--- src/hur_pkg.sv ---
// ----------------------------------------------------------------------------
// HTTP URL recognizer package
// Shared types and constants of the URL recognizer.
// ----------------------------------------------------------------------------
`timescale 1ns / 1ps
`default_nettype none

package hur_pkg;

   typedef enum logic [2:0] {
      PH_SCHEME = 3'd0,
      PH_SEP    = 3'd1,
      PH_HOST   = 3'd2,
      PH_PORT   = 3'd3,
      PH_PATH   = 3'd4,
      PH_FAIL   = 3'd5
   } phase_type;

   localparam logic [2:0] SEG_SCHEME = 3'd0;
   localparam logic [2:0] SEG_SEP    = 3'd1;
   localparam logic [2:0] SEG_HOST   = 3'd2;
   localparam logic [2:0] SEG_PORT   = 3'd3;
   localparam logic [2:0] SEG_PATH   = 3'd4;
   localparam logic [2:0] SEG_REJECT = 3'd5;

   localparam logic [1:0] ERR_NONE   = 2'd0;
   localparam logic [1:0] ERR_SYNTAX = 2'd1;
   localparam logic [1:0] ERR_PORT   = 2'd2;

   localparam logic [15:0] HTTP_PORT  = 16'd80;
   localparam logic [15:0] HTTPS_PORT = 16'd443;
   localparam logic [19:0] PORT_MAX   = 20'd65535;
   localparam logic [16:0] PORT_MIN   = 17'd1;
   localparam logic [16:0] PORT_SAT   = 17'h10000;

   typedef struct packed {
      phase_type   phase;
      logic [2:0]  scheme_index;
      logic        scheme_https;
      logic [1:0]  label_length;
      logic        label_letters_only;
      logic        host_has_dot;
      logic [16:0] port_accum;
      logic        port_overflow;
      logic        port_digits_seen;
      logic        path_seen;
   } parse_state_type;

   localparam parse_state_type PARSE_RESET = '{
      phase:              PH_SCHEME,
      scheme_index:       3'd0,
      scheme_https:       1'b0,
      label_length:       2'd0,
      label_letters_only: 1'b1,
      host_has_dot:       1'b0,
      port_accum:         17'd0,
      port_overflow:      1'b0,
      port_digits_seen:   1'b0,
      path_seen:          1'b0
   };

   typedef struct packed {
      logic [2:0]  segment;
      logic        url_done;
      logic        url_valid;
      logic [1:0]  error_code;
      logic        is_https;
      logic [15:0] port_number;
      logic        port_is_default;
      logic        path_defaulted;
   } url_result_type;

endpackage

`default_nettype wire

--- src/hur_step.sv ---
// ----------------------------------------------------------------------------
// HTTP URL recognizer step
// Next parse state and the result beat for one URL byte.
// ----------------------------------------------------------------------------
`timescale 1ns / 1ps
`default_nettype none

module hur_step (
   input  wire  hur_pkg::parse_state_type cur_state,
   input  wire  logic [7:0]               char_in,
   input  wire  logic                     last_char,
   output hur_pkg::parse_state_type       nxt_state,
   output hur_pkg::url_result_type        result
);

   logic [7:0]  lc;
   logic        is_alpha;
   logic        is_digit;
   logic        is_path;
   logic [7:0]  scheme_char;
   logic [19:0] port_sum;
   logic        host_done;
   logic        ok_end;
   logic [15:0] def_port;

   assign is_alpha = (char_in >= "a" && char_in <= "z") || (char_in >= "A" && char_in <= "Z");
   assign is_digit = (char_in >= "0" && char_in <= "9");
   assign lc = (char_in >= "A" && char_in <= "Z") ? char_in + 8'd32 : char_in;

   always_comb begin
      case (cur_state.scheme_index[1:0])
         2'd0:    scheme_char = "h";
         2'd1:    scheme_char = "t";
         2'd2:    scheme_char = "t";
         default: scheme_char = "p";
      endcase
   end

   always_comb begin
      case (char_in)
         "-", ".", "_", "~", "!", "$", "&", "'", "(", ")", "*", "+", ",", ";",
         "=", ":", "@", "/", "%": is_path = 1'b1;
         default:                 is_path = is_alpha || is_digit;
      endcase
   end

   assign port_sum = ({3'd0, cur_state.port_accum} << 3) + ({3'd0, cur_state.port_accum} << 1)
                   + {16'd0, char_in[3:0]};

   assign host_done = cur_state.host_has_dot && (cur_state.label_length == 2'd2)
                    && cur_state.label_letters_only;

   always_comb begin
      nxt_state = cur_state;
      unique case (cur_state.phase)
         hur_pkg::PH_SCHEME: begin
            if (cur_state.scheme_index < 3'd4) begin
               if (lc == scheme_char) begin
                  nxt_state.scheme_index = cur_state.scheme_index + 3'd1;
               end else begin
                  nxt_state.phase = hur_pkg::PH_FAIL;
               end
            end else if (cur_state.scheme_index == 3'd4 && lc == "s") begin
               nxt_state.scheme_https = 1'b1;
               nxt_state.scheme_index = 3'd5;
            end else if (char_in == ":") begin
               nxt_state.phase        = hur_pkg::PH_SEP;
               nxt_state.scheme_index = 3'd1;
            end else begin
               nxt_state.phase = hur_pkg::PH_FAIL;
            end
         end
         hur_pkg::PH_SEP: begin
            if (char_in != "/") begin
               nxt_state.phase = hur_pkg::PH_FAIL;
            end else if (cur_state.scheme_index >= 3'd2) begin
               nxt_state.phase        = hur_pkg::PH_HOST;
               nxt_state.scheme_index = 3'd0;
            end else begin
               nxt_state.scheme_index = cur_state.scheme_index + 3'd1;
            end
         end
         hur_pkg::PH_HOST: begin
            if (is_alpha || is_digit || char_in == "-") begin
               if (cur_state.label_length != 2'd2) begin
                  nxt_state.label_length = cur_state.label_length + 2'd1;
               end
               if (!is_alpha) begin
                  nxt_state.label_letters_only = 1'b0;
               end
            end else if (char_in == ".") begin
               if (cur_state.label_length == 2'd0) begin
                  nxt_state.phase = hur_pkg::PH_FAIL;
               end else begin
                  nxt_state.host_has_dot       = 1'b1;
                  nxt_state.label_length       = 2'd0;
                  nxt_state.label_letters_only = 1'b1;
               end
            end else if (char_in == ":" && host_done) begin
               nxt_state.phase = hur_pkg::PH_PORT;
            end else if (char_in == "/" && host_done) begin
               nxt_state.phase     = hur_pkg::PH_PATH;
               nxt_state.path_seen = 1'b1;
            end else begin
               nxt_state.phase = hur_pkg::PH_FAIL;
            end
         end
         hur_pkg::PH_PORT: begin
            if (is_digit) begin
               nxt_state.port_digits_seen = 1'b1;
               if (port_sum > hur_pkg::PORT_MAX) begin
                  nxt_state.port_overflow = 1'b1;
                  nxt_state.port_accum    = hur_pkg::PORT_SAT;
               end else begin
                  nxt_state.port_accum = port_sum[16:0];
               end
            end else if (char_in == "/" && cur_state.port_digits_seen) begin
               nxt_state.phase     = hur_pkg::PH_PATH;
               nxt_state.path_seen = 1'b1;
            end else begin
               nxt_state.phase = hur_pkg::PH_FAIL;
            end
         end
         hur_pkg::PH_PATH: begin
            if (!is_path) begin
               nxt_state.phase = hur_pkg::PH_FAIL;
            end
         end
         default: begin
            nxt_state.phase = hur_pkg::PH_FAIL;
         end
      endcase
   end

   assign ok_end = (nxt_state.phase == hur_pkg::PH_HOST && nxt_state.host_has_dot
                    && nxt_state.label_length == 2'd2 && nxt_state.label_letters_only)
                || (nxt_state.phase == hur_pkg::PH_PORT && nxt_state.port_digits_seen)
                || (nxt_state.phase == hur_pkg::PH_PATH);

   assign def_port = nxt_state.scheme_https ? hur_pkg::HTTPS_PORT : hur_pkg::HTTP_PORT;

   always_comb begin
      result = '0;
      unique case (nxt_state.phase)
         hur_pkg::PH_SCHEME: result.segment = hur_pkg::SEG_SCHEME;
         hur_pkg::PH_SEP:    result.segment = hur_pkg::SEG_SEP;
         hur_pkg::PH_HOST: begin
            result.segment = (cur_state.phase == hur_pkg::PH_SEP) ? hur_pkg::SEG_SEP
                                                                   : hur_pkg::SEG_HOST;
         end
         hur_pkg::PH_PORT:   result.segment = hur_pkg::SEG_PORT;
         hur_pkg::PH_PATH:   result.segment = hur_pkg::SEG_PATH;
         default:            result.segment = hur_pkg::SEG_REJECT;
      endcase
      if (last_char) begin
         result.url_done = 1'b1;
         if (nxt_state.phase == hur_pkg::PH_FAIL || !ok_end) begin
            result.error_code = hur_pkg::ERR_SYNTAX;
         end else if (nxt_state.port_digits_seen && (nxt_state.port_overflow
                      || nxt_state.port_accum < hur_pkg::PORT_MIN)) begin
            result.error_code = hur_pkg::ERR_PORT;
         end else begin
            result.error_code  = hur_pkg::ERR_NONE;
            result.url_valid   = 1'b1;
            result.is_https    = nxt_state.scheme_https;
            result.port_number = nxt_state.port_digits_seen ? nxt_state.port_accum[15:0]
                                                            : def_port;
            result.port_is_default = (result.port_number == def_port);
            result.path_defaulted  = !nxt_state.path_seen;
         end
      end
   end

endmodule

`default_nettype wire

--- src/http_url_recognizer_unit.sv ---
// ----------------------------------------------------------------------------
// HTTP URL recognizer
// Checks http and https URLs byte by byte and tags each byte with its part.
// ----------------------------------------------------------------------------
// The block takes one URL byte per beat and returns one result beat per byte
// in the cycle after the byte is taken, so it sustains one byte per clock while
// rsp_tready stays high. The parse state is registered and the result sits in
// an output register; a new byte is taken whenever that register is empty or
// is being drained in the same cycle. The result of the last byte carries the
// verdict, and the parser is back at its start state for the next URL right after it.
`timescale 1ns / 1ps
`default_nettype none

module http_url_recognizer_unit (
   input  wire  logic        clock,
   input  wire  logic        reset,
   input  wire  logic        req_tvalid,
   output logic              req_tready,
   input  wire  logic [7:0]  req_tdata,   // [7:0] char_in
   input  wire  logic        req_tlast,   // last_char
   output logic              rsp_tvalid,
   input  wire  logic        rsp_tready,
   output logic [23:0]       rsp_tdata,   // [0] url_valid, [2:1] error_code,
                                          // [3] is_https, [19:4] port_number,
                                          // [20] port_is_default,
                                          // [21] path_defaulted, [23:22] zero
   output logic [2:0]        rsp_tuser,   // [2:0] segment
   output logic              rsp_tlast    // url_done
);

   hur_pkg::parse_state_type state_ff;
   hur_pkg::parse_state_type state_in;
   hur_pkg::parse_state_type step_state;
   hur_pkg::url_result_type  step_result;
   hur_pkg::url_result_type  result_ff;
   logic                     valid_ff;
   logic                     valid_in;
   logic                     take;

   hur_step u_step (
      .cur_state (state_ff),
      .char_in   (req_tdata),
      .last_char (req_tlast),
      .nxt_state (step_state),
      .result    (step_result)
   );

   assign req_tready = !valid_ff || rsp_tready;
   assign take       = req_tvalid && req_tready;

   always_comb begin
      state_in = state_ff;
      valid_in = valid_ff && !rsp_tready;
      if (take) begin
         state_in = req_tlast ? hur_pkg::PARSE_RESET : step_state;
         valid_in = 1'b1;
      end
   end

   always_ff @(posedge clock) begin
      if (reset) begin
         state_ff <= hur_pkg::PARSE_RESET;
         valid_ff <= 1'b0;
      end else begin
         state_ff <= state_in;
         valid_ff <= valid_in;
      end
   end

   always_ff @(posedge clock) begin
      if (take) begin
         result_ff <= step_result;
      end
   end

   assign rsp_tvalid = valid_ff;
   assign rsp_tuser  = result_ff.segment;
   assign rsp_tlast  = result_ff.url_done;
   assign rsp_tdata  = {2'b00, result_ff.path_defaulted, result_ff.port_is_default,
                        result_ff.port_number, result_ff.is_https, result_ff.error_code,
                        result_ff.url_valid};

endmodule

`default_nettype wire
--- config.mk ---
export PLATFORM = sky130hd
export DESIGN_NAME = http_url_recognizer_unit
export DESIGN_NICKNAME = d
export VERILOG_FILES = /design/src/hur_pkg.sv /design/src/hur_step.sv /design/src/http_url_recognizer_unit.sv
export SDC_FILE = /design/constraint.sdc
export NUM_CORES = 1
export LEC_CHECK = 0
export BUFFER_PORTS_ARGS = -buffer_cell sky130_fd_sc_hd__buf_2
export CAP_MARGIN = 20
export CORE_ASPECT_RATIO = 0.6
export CORE_MARGIN = 2
export CORE_UTILIZATION = 50
export CTS_BUF_LIST = sky130_fd_sc_hd__clkbuf_8
export DETAILED_ROUTE_END_ITERATION = 10
export GPL_ROUTABILITY_DRIVEN = 0
export PLACE_DENSITY_LB_ADDON = 0.25
export SETUP_SLACK_MARGIN = 0.5
export SLEW_MARGIN = 30
export SYNTH_ARGS = -nofsm -noshare
export SYNTH_HDL_FRONTEND = slang
export SYNTH_SLANG_ARGS = --single-unit
--- constraint.sdc ---
create_clock -name clock -period 6.16 [get_ports clock]
set_input_delay 0.616 -clock clock [delete_from_list [all_inputs] [get_ports clock]]
set_output_delay 0.616 -clock clock [all_outputs]
set_load 0.01 [all_outputs]
==> run_results.csv, run 1 <==
group,metric,value,unit
finish,fin_util,0.556,
timing,finalHoldViolCount,0,
pwr,p_comb_frac,0.099,
pwr,sw_frac_of_total,0.274,
routing,final_antenna_net_count,0,
synthesis,ys_async_sr_fraction,0,
routing,viasPerCell,6.45,
synthesis,yosys-top-cells-count,"nor2_1 (68), a21oi_1 (43), ha_1 (41)",
routing,wl_met2,4640,um
timing,fmax,190,MHz
die,die_w,128,um
grt,antenna_found_initial,0,
worst_hold_path,hold_class,"flip-flop to flip-flop",
finish,num-fill-cells,825,
pwr,power.clock.fraction,0.416,
routing,dr.pass1.iters,5,
clock_tree,numClockSinks,58,
synthesis,synth.most_common_cell,"nor2_1",
clock_tree,clk_latency,350,ps
worst_hold_path,hp-start,"state_ff[0]$_SDFFE_PP0P_",
synthesis,netlist_instances,558,
routing,top_layer,"met4",
die,die_area,0.0100,mm^2
routing,wl_met1,6440,um
timing,finClkSkew,14.0,ps
flow_run,maxCapViolCount,0,
routing,vias,4528,
worst_setup_path,cp_data_required_time,6320,ps
timing,period_minus_slack,5280,ps
pwr,internal_power,0.625,mW
synthesis,synth_top_cell_area_share,0.170,
clock_tree,cts_buffer_depth,2,
synthesis,ys.flop_type,"dfxtp_1",
timing,slew_violations,0,
timing,tightestPinTransition,934,ps
synthesis,avgSynthCellArea,8.24,um^2
place,hpwl,9500,um
pwr,p_seq_frac,0.486,
routing,wirelength,12800,um
pwr,p_total,0.861,mW
worst_setup_path,start_kind,"primary input",
grt,grt_max_degree,38,
pwr,power_density,171,mW/mm^2
clock_tree,cts_made_buffers,9,
finish,nNetsFinal,637,
finish,syn_to_final_growth,9.50,%
synthesis,seq_area_frac_synth,0.309,
clock_tree,cts_resized,0,
routing,dr.first_iter.drc_count,518,
finish,layout-drive-gt1-share,0.121,
grt,grtUsageTotal,0.263,
synthesis,yosys.area.top_type,"edfxtp_1",
grt,grt_pass1_vias,3985,
finish,num_antenna_cells,0,
worst_setup_path,reg2reg_slack,890,ps
timing,period_share,0.857,
place,numPortBuffers,40,
worst_setup_path,path_class,"primary input to flip-flop",
synthesis,ys_ff_latch,58,
clock_tree,cts_setup_buffers,0,
worst_hold_path,hold_depth,2,
routing,met3_length,1570,um
timing,setup_tns,0,ps
worst_setup_path,crit_start,"req_tdata[3]",
worst_hold_path,min_to,"state_ff[0]$_SDFFE_PP0P_",
timing,setup_viol,0,
worst_setup_path,end_kind,"flip-flop",
worst_setup_path,path_max_fanout,20,
die,die_h,78.3,um
die,coreArea,0.00905,mm^2
routing,drc_errors,0,
clock_tree,cts_hold_buf,0,
pwr,peakVddDrop,0.119,mV
timing,rsz0062_at_grt,"false",
status,run_status,"finished, final reports clean",
synthesis,synthesis.area,0.00460,mm^2
synthesis,synth_area_leaders,"edfxtp_1 (17%), dfxtp_1 (14%), ha_1 (11%)",
pwr,switchingPower,0.236,mW
grt,grt_pass1_wl,20800,um
worst_setup_path,reg2regPathDepth,15,
worst_setup_path,cp.arrival,5440,ps
routing,wl_per_cell,18.2,um
grt,overflow,0,
synthesis,yosys_warnings,0,
clock_tree,cts_tree,"done",
worst_setup_path,r2r-start,"state_ff[5]$_SDFFE_PP0P_",
clock_tree,path_clk_slew,70,ps
synthesis,ys_types,69,
die,core.rowCount,27,
worst_setup_path,timing.rr.end,"rsp_tdata[5]$_SDFFCE_PP0P_",
die,initial_core_util,0.508,
clock_tree,cts_root_buffer,"clkbuf_8",
synthesis,synth_edf_count,26,
timing,slew_headroom,0.374,
pwr,p_leak,2.07,nW
die,pin_count,43,
clock_tree,cts-htree-levels,3,
## worst max-delay path by stage
stage          slack (ps)                           to
4_1_cts               920   rsp_tdata[5]$_SDFFCE_PP0P_
3_3_place_gp          790   rsp_tdata[9]$_SDFFCE_PP0P_
2_1_floorplan        1230   rsp_tdata[5]$_SDFFCE_PP0P_
6_report              880   rsp_tdata[5]$_SDFFCE_PP0P_
3_5_place_dp          580   rsp_tdata[5]$_SDFFCE_PP0P_
5_1_grt               580  rsp_tdata[17]$_SDFFCE_PP0P_
## power groups by stage
stage / sequential, mW / combinational (mW) / clock (mW)
finish: 0.418 / 0.0850 / 0.358
global route: 0.419 / 0.0933 / 0.374
CTS: 0.418 / 0.0839 / 0.357
detailed placement: 0.427 / 0.0837 / 0
global placement: 0.427 / 0.0820 / 0
floorplan: 0.431 / 0.0518 / 0
## cell usage in the layout, fill, tap and decap left out, drive strengths merged, types with 4 or more instances in the layout
master | synthesis | layout
a211oi | 7 | 7
a21o | 7 | 7
a21oi | 44 | 44
a22o | 4 | 4
a22oi | 18 | 18
a31oi | 8 | 8
a32oi | 6 | 6
and2 | 5 | 5
buf | 4 | 45
clkbuf | 30 | 9
dfxtp | 32 | 32
edfxtp | 26 | 26
ha | 41 | 41
inv | 22 | 22
nand2 | 38 | 38
nand2b | 7 | 7
nand3 | 13 | 13
nand4 | 6 | 6
nor2 | 68 | 68
nor2b | 12 | 12
nor3 | 25 | 25
nor3b | 6 | 6
nor4 | 6 | 6
o211ai | 6 | 6
o21a | 5 | 5
o21ai | 21 | 21
o31ai | 11 | 11
or3 | 7 | 7
or4 | 4 | 4
xnor2 | 10 | 10
xor2 | 8 | 8
## worst max-delay path: stages
cell and delay (ps):
buf_2 160, inv_1 110, fa_1 550, inv_1 70, fa_1 470, a211oi_1 320
o21ai_1 140, a21oi_1 370, nor3_1 120, a311o_1 340, or4_1 500, buf_4 210
or3b_1 380, a41oi_2 220, nand2_1 440, nor4b_2 420
## layer usage
layer,GRT usage,up-vias
li1,-,2129
met1,0.421,2122
met2,0.335,259
met3,0.0832,18
met4,0.0505,0
met5,0,-
## sequential cells by signal, indices dropped and copies added (netlist names)
| signal | flops |
|---|---|
| rsp_tuser | 3 |
| rsp_tlast | 1 |
| rsp_tvalid | 1 |
| rsp_tdata | 22 |
| state_ff | 31 |
## metrics by stage
step	hold slack [ps]	instances	setup WS, ps	cell area (um^2)
floorplan	438	559	1230	4600
global placement	453	686	791	4840
detailed placement	455	686	582	4840
CTS	474	702	922	5030
global route	494	702	577	5030
finish	479	702	883	5030
## kinds of logic (layout without fill, tap and decap cells)
kind of cell               after synthesis  count (layout)  share of synthesized area
xor gates and xnor gates                18              18                     0.0343
muxes                                    1               1                    0.00218
AOI/OAI and AO/OA                      169             169                      0.254
and+or+nand+nor                        212             212                      0.230
DFF                                     58              58                      0.309
other                                    1               2                   0.000816
adders and majority gates               43              43                      0.120
buffers and inverters                   56              83                     0.0493
## area by class of cell
| class | count | area (um^2) | area share |
|---|---|---|---|
| clock buffer | 9 | 124 | 0.0246 |
| clock inverter | 7 | 70.1 | 0.0139 |
| inverter | 22 | 82.6 | 0.0164 |
| multi-input combinational | 445 | 2950 | 0.587 |
| sequential | 58 | 1420 | 0.282 |
| tap | 116 | 145 | 0.0288 |
| timing repair buffer | 45 | 238 | 0.0472 |
(Power assumes the default switching activity.)
==> run 2, diff against run 1 <==
SYNTH_HIERARCHICAL = 1   (was unset)
==> run 2 against run 1 <==
Effect of this change:
- sequential share of layout area shrank 2.1 points
- total power shrank 4.8%
- maximum frequency grew 6.5%
- global-route usage shrank 0.079 points
- clock skew shrank 9.2 ps
- critical path type unchanged
- worst setup slack gained 320 ps
- synthesized area grew 13%
- register-to-register slack gained 330 ps
- flip-flop and latch count is the same
- cell count grew 13%
==> run_results.csv, run 2 <==
group,metric,value,unit
status,run_status,"finished, final reports clean",
routing,viasPerCell,6.62,
grt,grt_max_degree,36,
routing,wirelength,15000,um
routing,final_antenna_net_count,0,
worst_setup_path,reg2regPathDepth,13,
die,die_area,0.0112,mm^2
clock_tree,cts_buffer_depth,2,
routing,dr.pass1.iters,5,
synthesis,synth_top_family_by_area,"simple AND/OR/NAND/NOR gates",
synthesis,synthSimpleGateAreaFrac,0.264,
worst_setup_path,path_class,"primary input to flip-flop",
die,core.rowCount,28,
die,pin_count,43,
synthesis,synthesis.area,0.00518,mm^2
timing,fmax,202,MHz
timing,setup_tns,0,ps
die,die_h,82.9,um
place,numPortBuffers,40,
worst_setup_path,cp_data_required_time,6220,ps
finish,nNetsFinal,706,
worst_setup_path,reg2reg_slack,1220,ps
synthesis,synth-xor-area-share,0.0254,
synthesis,synth_area_leaders,"edfxtp_1 (15%), dfxtp_1 (12%), ha_1 (9.7%)",
grt,antenna_found_initial,0,
place,hpwl,10800,um
clock_tree,cts-htree-levels,3,
synthesis,synth_mux_area_frac,0.00580,
grt,grtUsageTotal,0.262,
timing,fin_ws,1210,ps
clock_tree,numClockSinks,58,
pwr,peakVddDrop,0.130,mV
clock_tree,cts_resized,0,
worst_hold_path,min_to,"state_ff[2]$_SDFFE_PP0P_",
synthesis,yosys-top-cells-count,"a21oi_1 (64), nand2_1 (64), nor2_1 (48)",
synthesis,yosys.area.top_type,"edfxtp_1",
worst_setup_path,path_max_fanout,18,
timing,fin_hold_ws,482,ps
grt,overflow,0,
place,place_ws,1020,ps
pwr,power_density,151,mW/mm^2
finish,fin_util,0.545,
timing,finClkSkew,4.71,ps
worst_setup_path,start_kind,"primary input",
worst_setup_path,cp.arrival,5020,ps
finish,num_antenna_cells,0,
synthesis,netlist_instances,648,
synthesis,ys_ff_latch,58,
synthesis,avgSynthCellArea,8.00,um^2
synthesis,yosys_warnings,6,
die,die_w,135,um
routing,vias,5235,
synthesis,synth_compound_area_frac,0.248,
clock_tree,path_clk_slew,70,ps
timing,slew_violations,0,
grt,grt_busiest_layer,"met1",
grt,gr-usage-met3,0.0800,
routing,dr.first_iter.drc_count,894,
timing,finalHoldViolCount,0,
clock_tree,cts_hold_buf,0,
timing,rsz0062_at_grt,"false",
worst_setup_path,end_kind,"flip-flop",
synthesis,synth_top_cell_area_share,0.151,
clock_tree,cts_root_buffer,"clkbuf_8",
worst_hold_path,hold_class,"flip-flop to flip-flop",
worst_hold_path,hold_depth,2,
worst_setup_path,timing.rr.end,"rsp_tdata[5]$_DFFE_PP_",
worst_hold_path,hp-start,"state_ff[2]$_SDFFE_PP0P_",
die,coreArea,0.00998,mm^2
grt,met1_usage,0.433,
synthesis,ys_types,74,
finish,syn_to_final_growth,5.05,%
synthesis,synth_fa_ha_area_frac,0.104,
timing,setup_viol,0,
flow_run,maxCapViolCount,0,
finish,layout-drive-gt1-share,0.113,
grt,grt_pass1_vias,4414,
clock_tree,clk_latency,340,ps
synthesis,ys_async_sr_fraction,0,
routing,wl_per_cell,18.9,um
clock_tree,cts_tree,"done",
timing,period_minus_slack,4950,ps
timing,period_share,0.804,
clock_tree,cts_made_buffers,9,
synthesis,seq_area_frac_synth,0.274,
routing,drc_errors,0,
grt,grt_pass1_wl,23500,um
grt,grt_use_met2,0.325,
synthesis,synth_edf_count,26,
timing,slew_headroom,0.368,
die,initial_core_util,0.519,
finish,layout_common_cells,"a21oi_1 (64), nand2_1 (64), nor2_1 (48), buf_2 (40), ha_1 (40)",
clock_tree,cts_setup_buffers,0,
timing,tightestPinTransition,946,ps
pwr,p_leak,2.11,nW
synthesis,ys.flop_type,"dfxtp_1",
finish,largest_register,"state_ff",
worst_setup_path,r2r-start,"state_ff[3]$_SDFFE_PP0P_",
finish,largest_reg_flops,31,
## run 2: changes by cell type in the layout (fill, tap and decap cells not counted), moves of 5 or more
cell / before / now
o21ai_1: 1 / 27
nor3_1: 25 / 13
o21ai_0: 20 / 31
nand2_1: 38 / 64
a32oi_1: 6 / 0
nor2_1: 68 / 48
a22oi_1: 18 / 0
a21oi_1: 43 / 64
nor2b_1: 12 / 4
a2111oi_0: 0 / 5
nand4b_1: 0 / 32
inv_1: 22 / 30
## run 2: per-stage QoR
stage                     power (mW)  cell area [um^2]  cells
after floorplan                0.505              5180    649
after global placement         0.531              5280    775
after detailed placement       0.532              5280    775
after CTS                      0.822              5440    791
after global routing           0.851              5440    791
final                          0.820              5440    791
## run 2: area by class of cell
cell class / count / area, um^2
clock buffers: 9 / 124
clock inverters: 7 / 37.5
fillers: 953 / 4540
inverters: 31 / 119
multi-input cells: 510 / 3360
flip-flops and latches: 58 / 1420
well taps: 135 / 169
repair buffers: 41 / 208
## run 2: worst max-delay path by stage
| stage | to | depth (start not counted) | from |
|---|---|---|---|
| floorplan | rsp_tdata[10]$_DFFE_PP_ | 16 | req_tdata[3] |
| global placement | rsp_tdata[12]$_DFFE_PP_ | 14 | req_tdata[3] |
| detailed placement | rsp_tdata[5]$_DFFE_PP_ | 14 | req_tdata[3] |
| CTS | rsp_tdata[5]$_DFFE_PP_ | 14 | req_tdata[3] |
| global route | rsp_tdata[5]$_DFFE_PP_ | 14 | req_tdata[3] |
| finish | rsp_tdata[5]$_DFFE_PP_ | 14 | req_tdata[3] |
## run 2: logic make-up after synthesis
group                    after synthesis
other                                  1
buffers and inverters                 81
flip-flops                            58
multiplexers                           3
adder cells (fa/ha/maj)               42
XOR/XNOR                              15
AO/OA/AOI/OAI                        206
AND/OR/NAND/NOR                      242
## run 2: layer usage
layer  part of all wire  vias to the layer above
met3               0.14                       13
met4             0.0071                        0
met2               0.38                      353
li1                   -                     2418
met1               0.48                     2451
met5                  0                        -
## run 2: worst max-delay path, stage by stage
cell,delay [ps]
buf_2,200
inv_1,110
fa_1,490
inv_1,70
fa_1,500
a211oi_1,370
o31a_1,300
a211oi_1,110
or3_1,340
a2111oi_0,700
nand4b_1,240
a31oi_1,270
or3_1,540
nor3_1,150
## run 2: report_power, final
group	leakage (nW)	total, mW	switching (mW)	internal (mW)
clock	0.0836	0.293	0.153	0.140
combinational	1.51	0.108	0.0747	0.0334
sequential	0.516	0.419	0.00515	0.414
total	2.11	0.820	0.233	0.587
==> run 3, diff against run 2 <==
ABC_AREA = 1   (was unset)
clock period = 4.72 ns   (was 6.16 ns; I/O delays follow)
==> run 3 against run 2 <==
Effect of this change:
- hold slack worse by 190 ps
- register-to-register slack worse by 430 ps
- worst setup slack lost 420 ps
- core utilization up 1.1 points
- first-iteration DRC count fell by 29%
- non-clock buffer count is 3 higher
- critical path type is now flip-flop to flip-flop
- critical endpoint is now rsp_tdata[11]$_DFFE_PP_
==> run_results.csv, run 3 <==
group,metric,value,unit
finish,nNetsFinal,949,
timing,slew_headroom,0.380,
worst_setup_path,path_class,"flip-flop to flip-flop",
worst_setup_path,path_cells,"inv_1 -> fa_1 -> inv_1 -> fa_1 -> nand3_1 -> nand3_1 -> nand2_1 -> nand2_1 -> nand2_1 -> nand2_1 -> nand2_1 -> nand2_1 -> inv_2 -> nand3_4 -> o21ai_1 -> inv_2 -> nand2_1 -> nor2_1 -> nand3_1 -> nand2_1 -> nand2_2 -> nand2_4 -> nor2_2",
synthesis,yosys.area.top_type,"nand2_1",
synthesis,avgSynthCellArea,6.26,um^2
clock_tree,cts_resized,0,
worst_setup_path,cp_common_cell,"nand2_1",
pwr,sw_frac_of_total,0.354,
timing,fin_hold_ws,294,ps
timing,rsz0062_at_grt,"false",
synthesis,yosys-top-cells-count,"nand2_1 (256), nor2_1 (138), inv_1 (100)",
clock_tree,cts_tree,"done",
place,numPortBuffers,40,
pwr,peakVddDrop,0.160,mV
worst_setup_path,cp.arrival,4130,ps
timing,slew_violations,0,
pwr,power_density,247,mW/mm^2
timing,setup_viol,0,
pwr,switchingPower,0.514,mW
synthesis,synth_top_cell_area_share,0.178,
synthesis,seq_area_frac_synth,0.263,
pwr,p_comb_frac,0.285,
clock_tree,cts_hold_buf,0,
timing,tightestPinTransition,924,ps
grt,grtUsageTotal,0.252,
worst_setup_path,cp_data_required_time,4920,ps
synthesis,ys_types,44,
clock_tree,clk_latency,350,ps
place,hpwl,11100,um
routing,final_antenna_net_count,0,
finish,num_antenna_cells,0,
flow_run,maxCapViolCount,0,
grt,overflow,0,
clock_tree,cts-htree-levels,3,
status,run_status,"finished, final reports clean",
die,initial_core_util,0.513,
grt,grt_pass1_wl,23900,um
finish,num-fill-cells,1073,
clock_tree,cts_setup_buffers,0,
die,die_area,0.0117,mm^2
synthesis,synth_edf_count,26,
finish,layout_commonest_cell,"nand2_1",
synthesis,netlist_instances,865,
place,placed_area,0.00565,mm^2
worst_setup_path,critical-path-top-delay-family,"simple AND/OR/NAND/NOR gates",
worst_setup_path,end_kind,"flip-flop",
pwr,power.clock.fraction,0.307,
pwr,p_seq_frac,0.407,
routing,vias,5500,
synthesis,synthesis.area,0.00541,mm^2
grt,antenna_found_initial,0,
synthesis,ys_ff_latch,58,
worst_setup_path,path_max_fanout,20,
finish,multi_input_area,0.00342,mm^2
worst_setup_path,slowest_delay,530,ps
die,die_w,138,um
die,pin_count,43,
pwr,p_leak,3.05,nW
clock_tree,path_clk_slew,70,ps
timing,period_share,0.833,
synthesis,ys.flop_type,"dfxtp_1",
worst_setup_path,cp.buffers_inverters,4,
synthesis,ys_async_sr_fraction,0,
pwr,internal_power,0.937,mW
routing,drc_errors,0,
finish,register_area,0.00142,mm^2
worst_hold_path,hold_class,"primary input to flip-flop",
synthesis,synth_area_leaders,"nand2_1 (18%), edfxtp_1 (14%), dfxtp_1 (12%)",
routing,viasPerCell,5.30,
die,core.rowCount,29,
routing,wirelength,14500,um
routing,wl_per_cell,14.0,um
clock_tree,cts_root_buffer,"clkbuf_8",
clock_tree,cts_made_buffers,9,
place,dp.cells,1021,
worst_setup_path,start_kind,"flip-flop",
routing,dr.first_iter.drc_count,632,
clock_tree,cts_buffer_depth,2,
finish,instances_no_fill,1038,
routing,dr.pass1.iters,5,
finish,largest_register,"state_ff",
finish,final_cell_area,0.00587,mm^2
timing,setup_tns,0,ps
clock_tree,numClockSinks,58,
die,die_h,84.6,um
timing,period_minus_slack,3930,ps
grt,grt_pass1_vias,4593,
die,coreArea,0.0106,mm^2
worst_setup_path,cp_slowest_cell,"fa_1",
timing,fmax,254,MHz
synthesis,yosys_warnings,6,
timing,finClkSkew,8.21,ps
timing,finalHoldViolCount,0,
finish,syn_to_final_growth,8.44,%
finish,layout-drive-gt1-share,0.141,
synthesis,synth.most_common_cell,"nand2_1",
grt,grt_max_degree,36,
finish,layout_common_cells,"nand2_1 (256), nor2_1 (138), inv_1 (100), nand3_1 (88)",
finish,largest_reg_flops,31,
[run 3: changes by cell type after synthesis, moves of 32 or more]
cell / before / now
nand3_1: 14 / 88
a21oi_1: 64 / 19
nand4b_1: 32 / 0
nand2_1: 64 / 256
inv_1: 29 / 100
nor2_1: 48 / 138
[run 3: logic make-up after synthesis]
kind of cell,Yosys count,share of synthesized area
compound gates,57,0.0652
xor+xnor,3,0.00486
fa+ha+maj,42,0.0999
buf+inv,138,0.108
flops,58,0.263
other cells,1,0.000693
simple gates,566,0.459
[run 3: worst paths after layout]
path                             start                         to  slack [ps]  cells past startpoint
min                              reset      rsp_tvalid$_SDFF_PP0_         290                      2
max           state_ff[3]$_SDFFE_PP0P_    rsp_tdata[11]$_DFFE_PP_         790                     23
max reg2reg   state_ff[3]$_SDFFE_PP0P_    rsp_tdata[11]$_DFFE_PP_         790                     23
min reg2reg  state_ff[24]$_SDFFE_PP0P_  state_ff[24]$_SDFFE_PP0P_         490                      2
[run 3: power by group through the flow]
stage | sequential (mW) | combinational (mW) | clock, mW
2_1_floorplan | 0.600 | 0.304 | 0
3_3_place_gp | 0.600 | 0.396 | 0
3_5_place_dp | 0.601 | 0.401 | 0
4_1_cts | 0.590 | 0.403 | 0.456
5_1_grt | 0.594 | 0.468 | 0.476
6_report | 0.591 | 0.414 | 0.446
[run 3: layer usage]
layer | global-route usage | up-vias | share of wire
li1 | - | 2810 | -
met1 | 0.442 | 2421 | 0.54
met2 | 0.302 | 255 | 0.34
met3 | 0.0434 | 14 | 0.11
met4 | 0.0501 | 0 | 0.0075
met5 | 0 | - | 0
[run 3: worst reg2reg max path, cell delays in order (launching register included)]
cell and delay (ps):
dfxtp_1 430, inv_1 100, fa_1 530, inv_1 60, fa_1 490, nand3_1 110, nand3_1 120, nand2_1 90
nand2_1 70, nand2_1 110, nand2_1 70, nand2_1 70, nand2_1 80, inv_2 120, nand3_4 140, o21ai_1 400
inv_2 70, nand2_1 80, nor2_1 50, nand3_1 80, nand2_1 70, nand2_2 90, nand2_4 190, nor2_2 160
[run 3: metrics by stage]
step | total power [mW] | util | setup slack [ps]
global placement | 0.996 | 0.535 | 670
CTS | 1.45 | 0.552 | 730
floorplan | 0.904 | - | 1200
global route | 1.54 | 0.556 | 498
finish | 1.45 | 0.556 | 788
detailed placement | 1.00 | 0.535 | 591
[run 3: final cells by class]
type                            count  share of cell area
Clock buffer                        9              0.0211
Clock inverter                      7              0.0107
Inverter                          111              0.0710
Multi-Input combinational cell    670               0.583
Sequential cell                    58               0.242
Tap cell                          139              0.0296
Timing Repair Buffer               44              0.0426
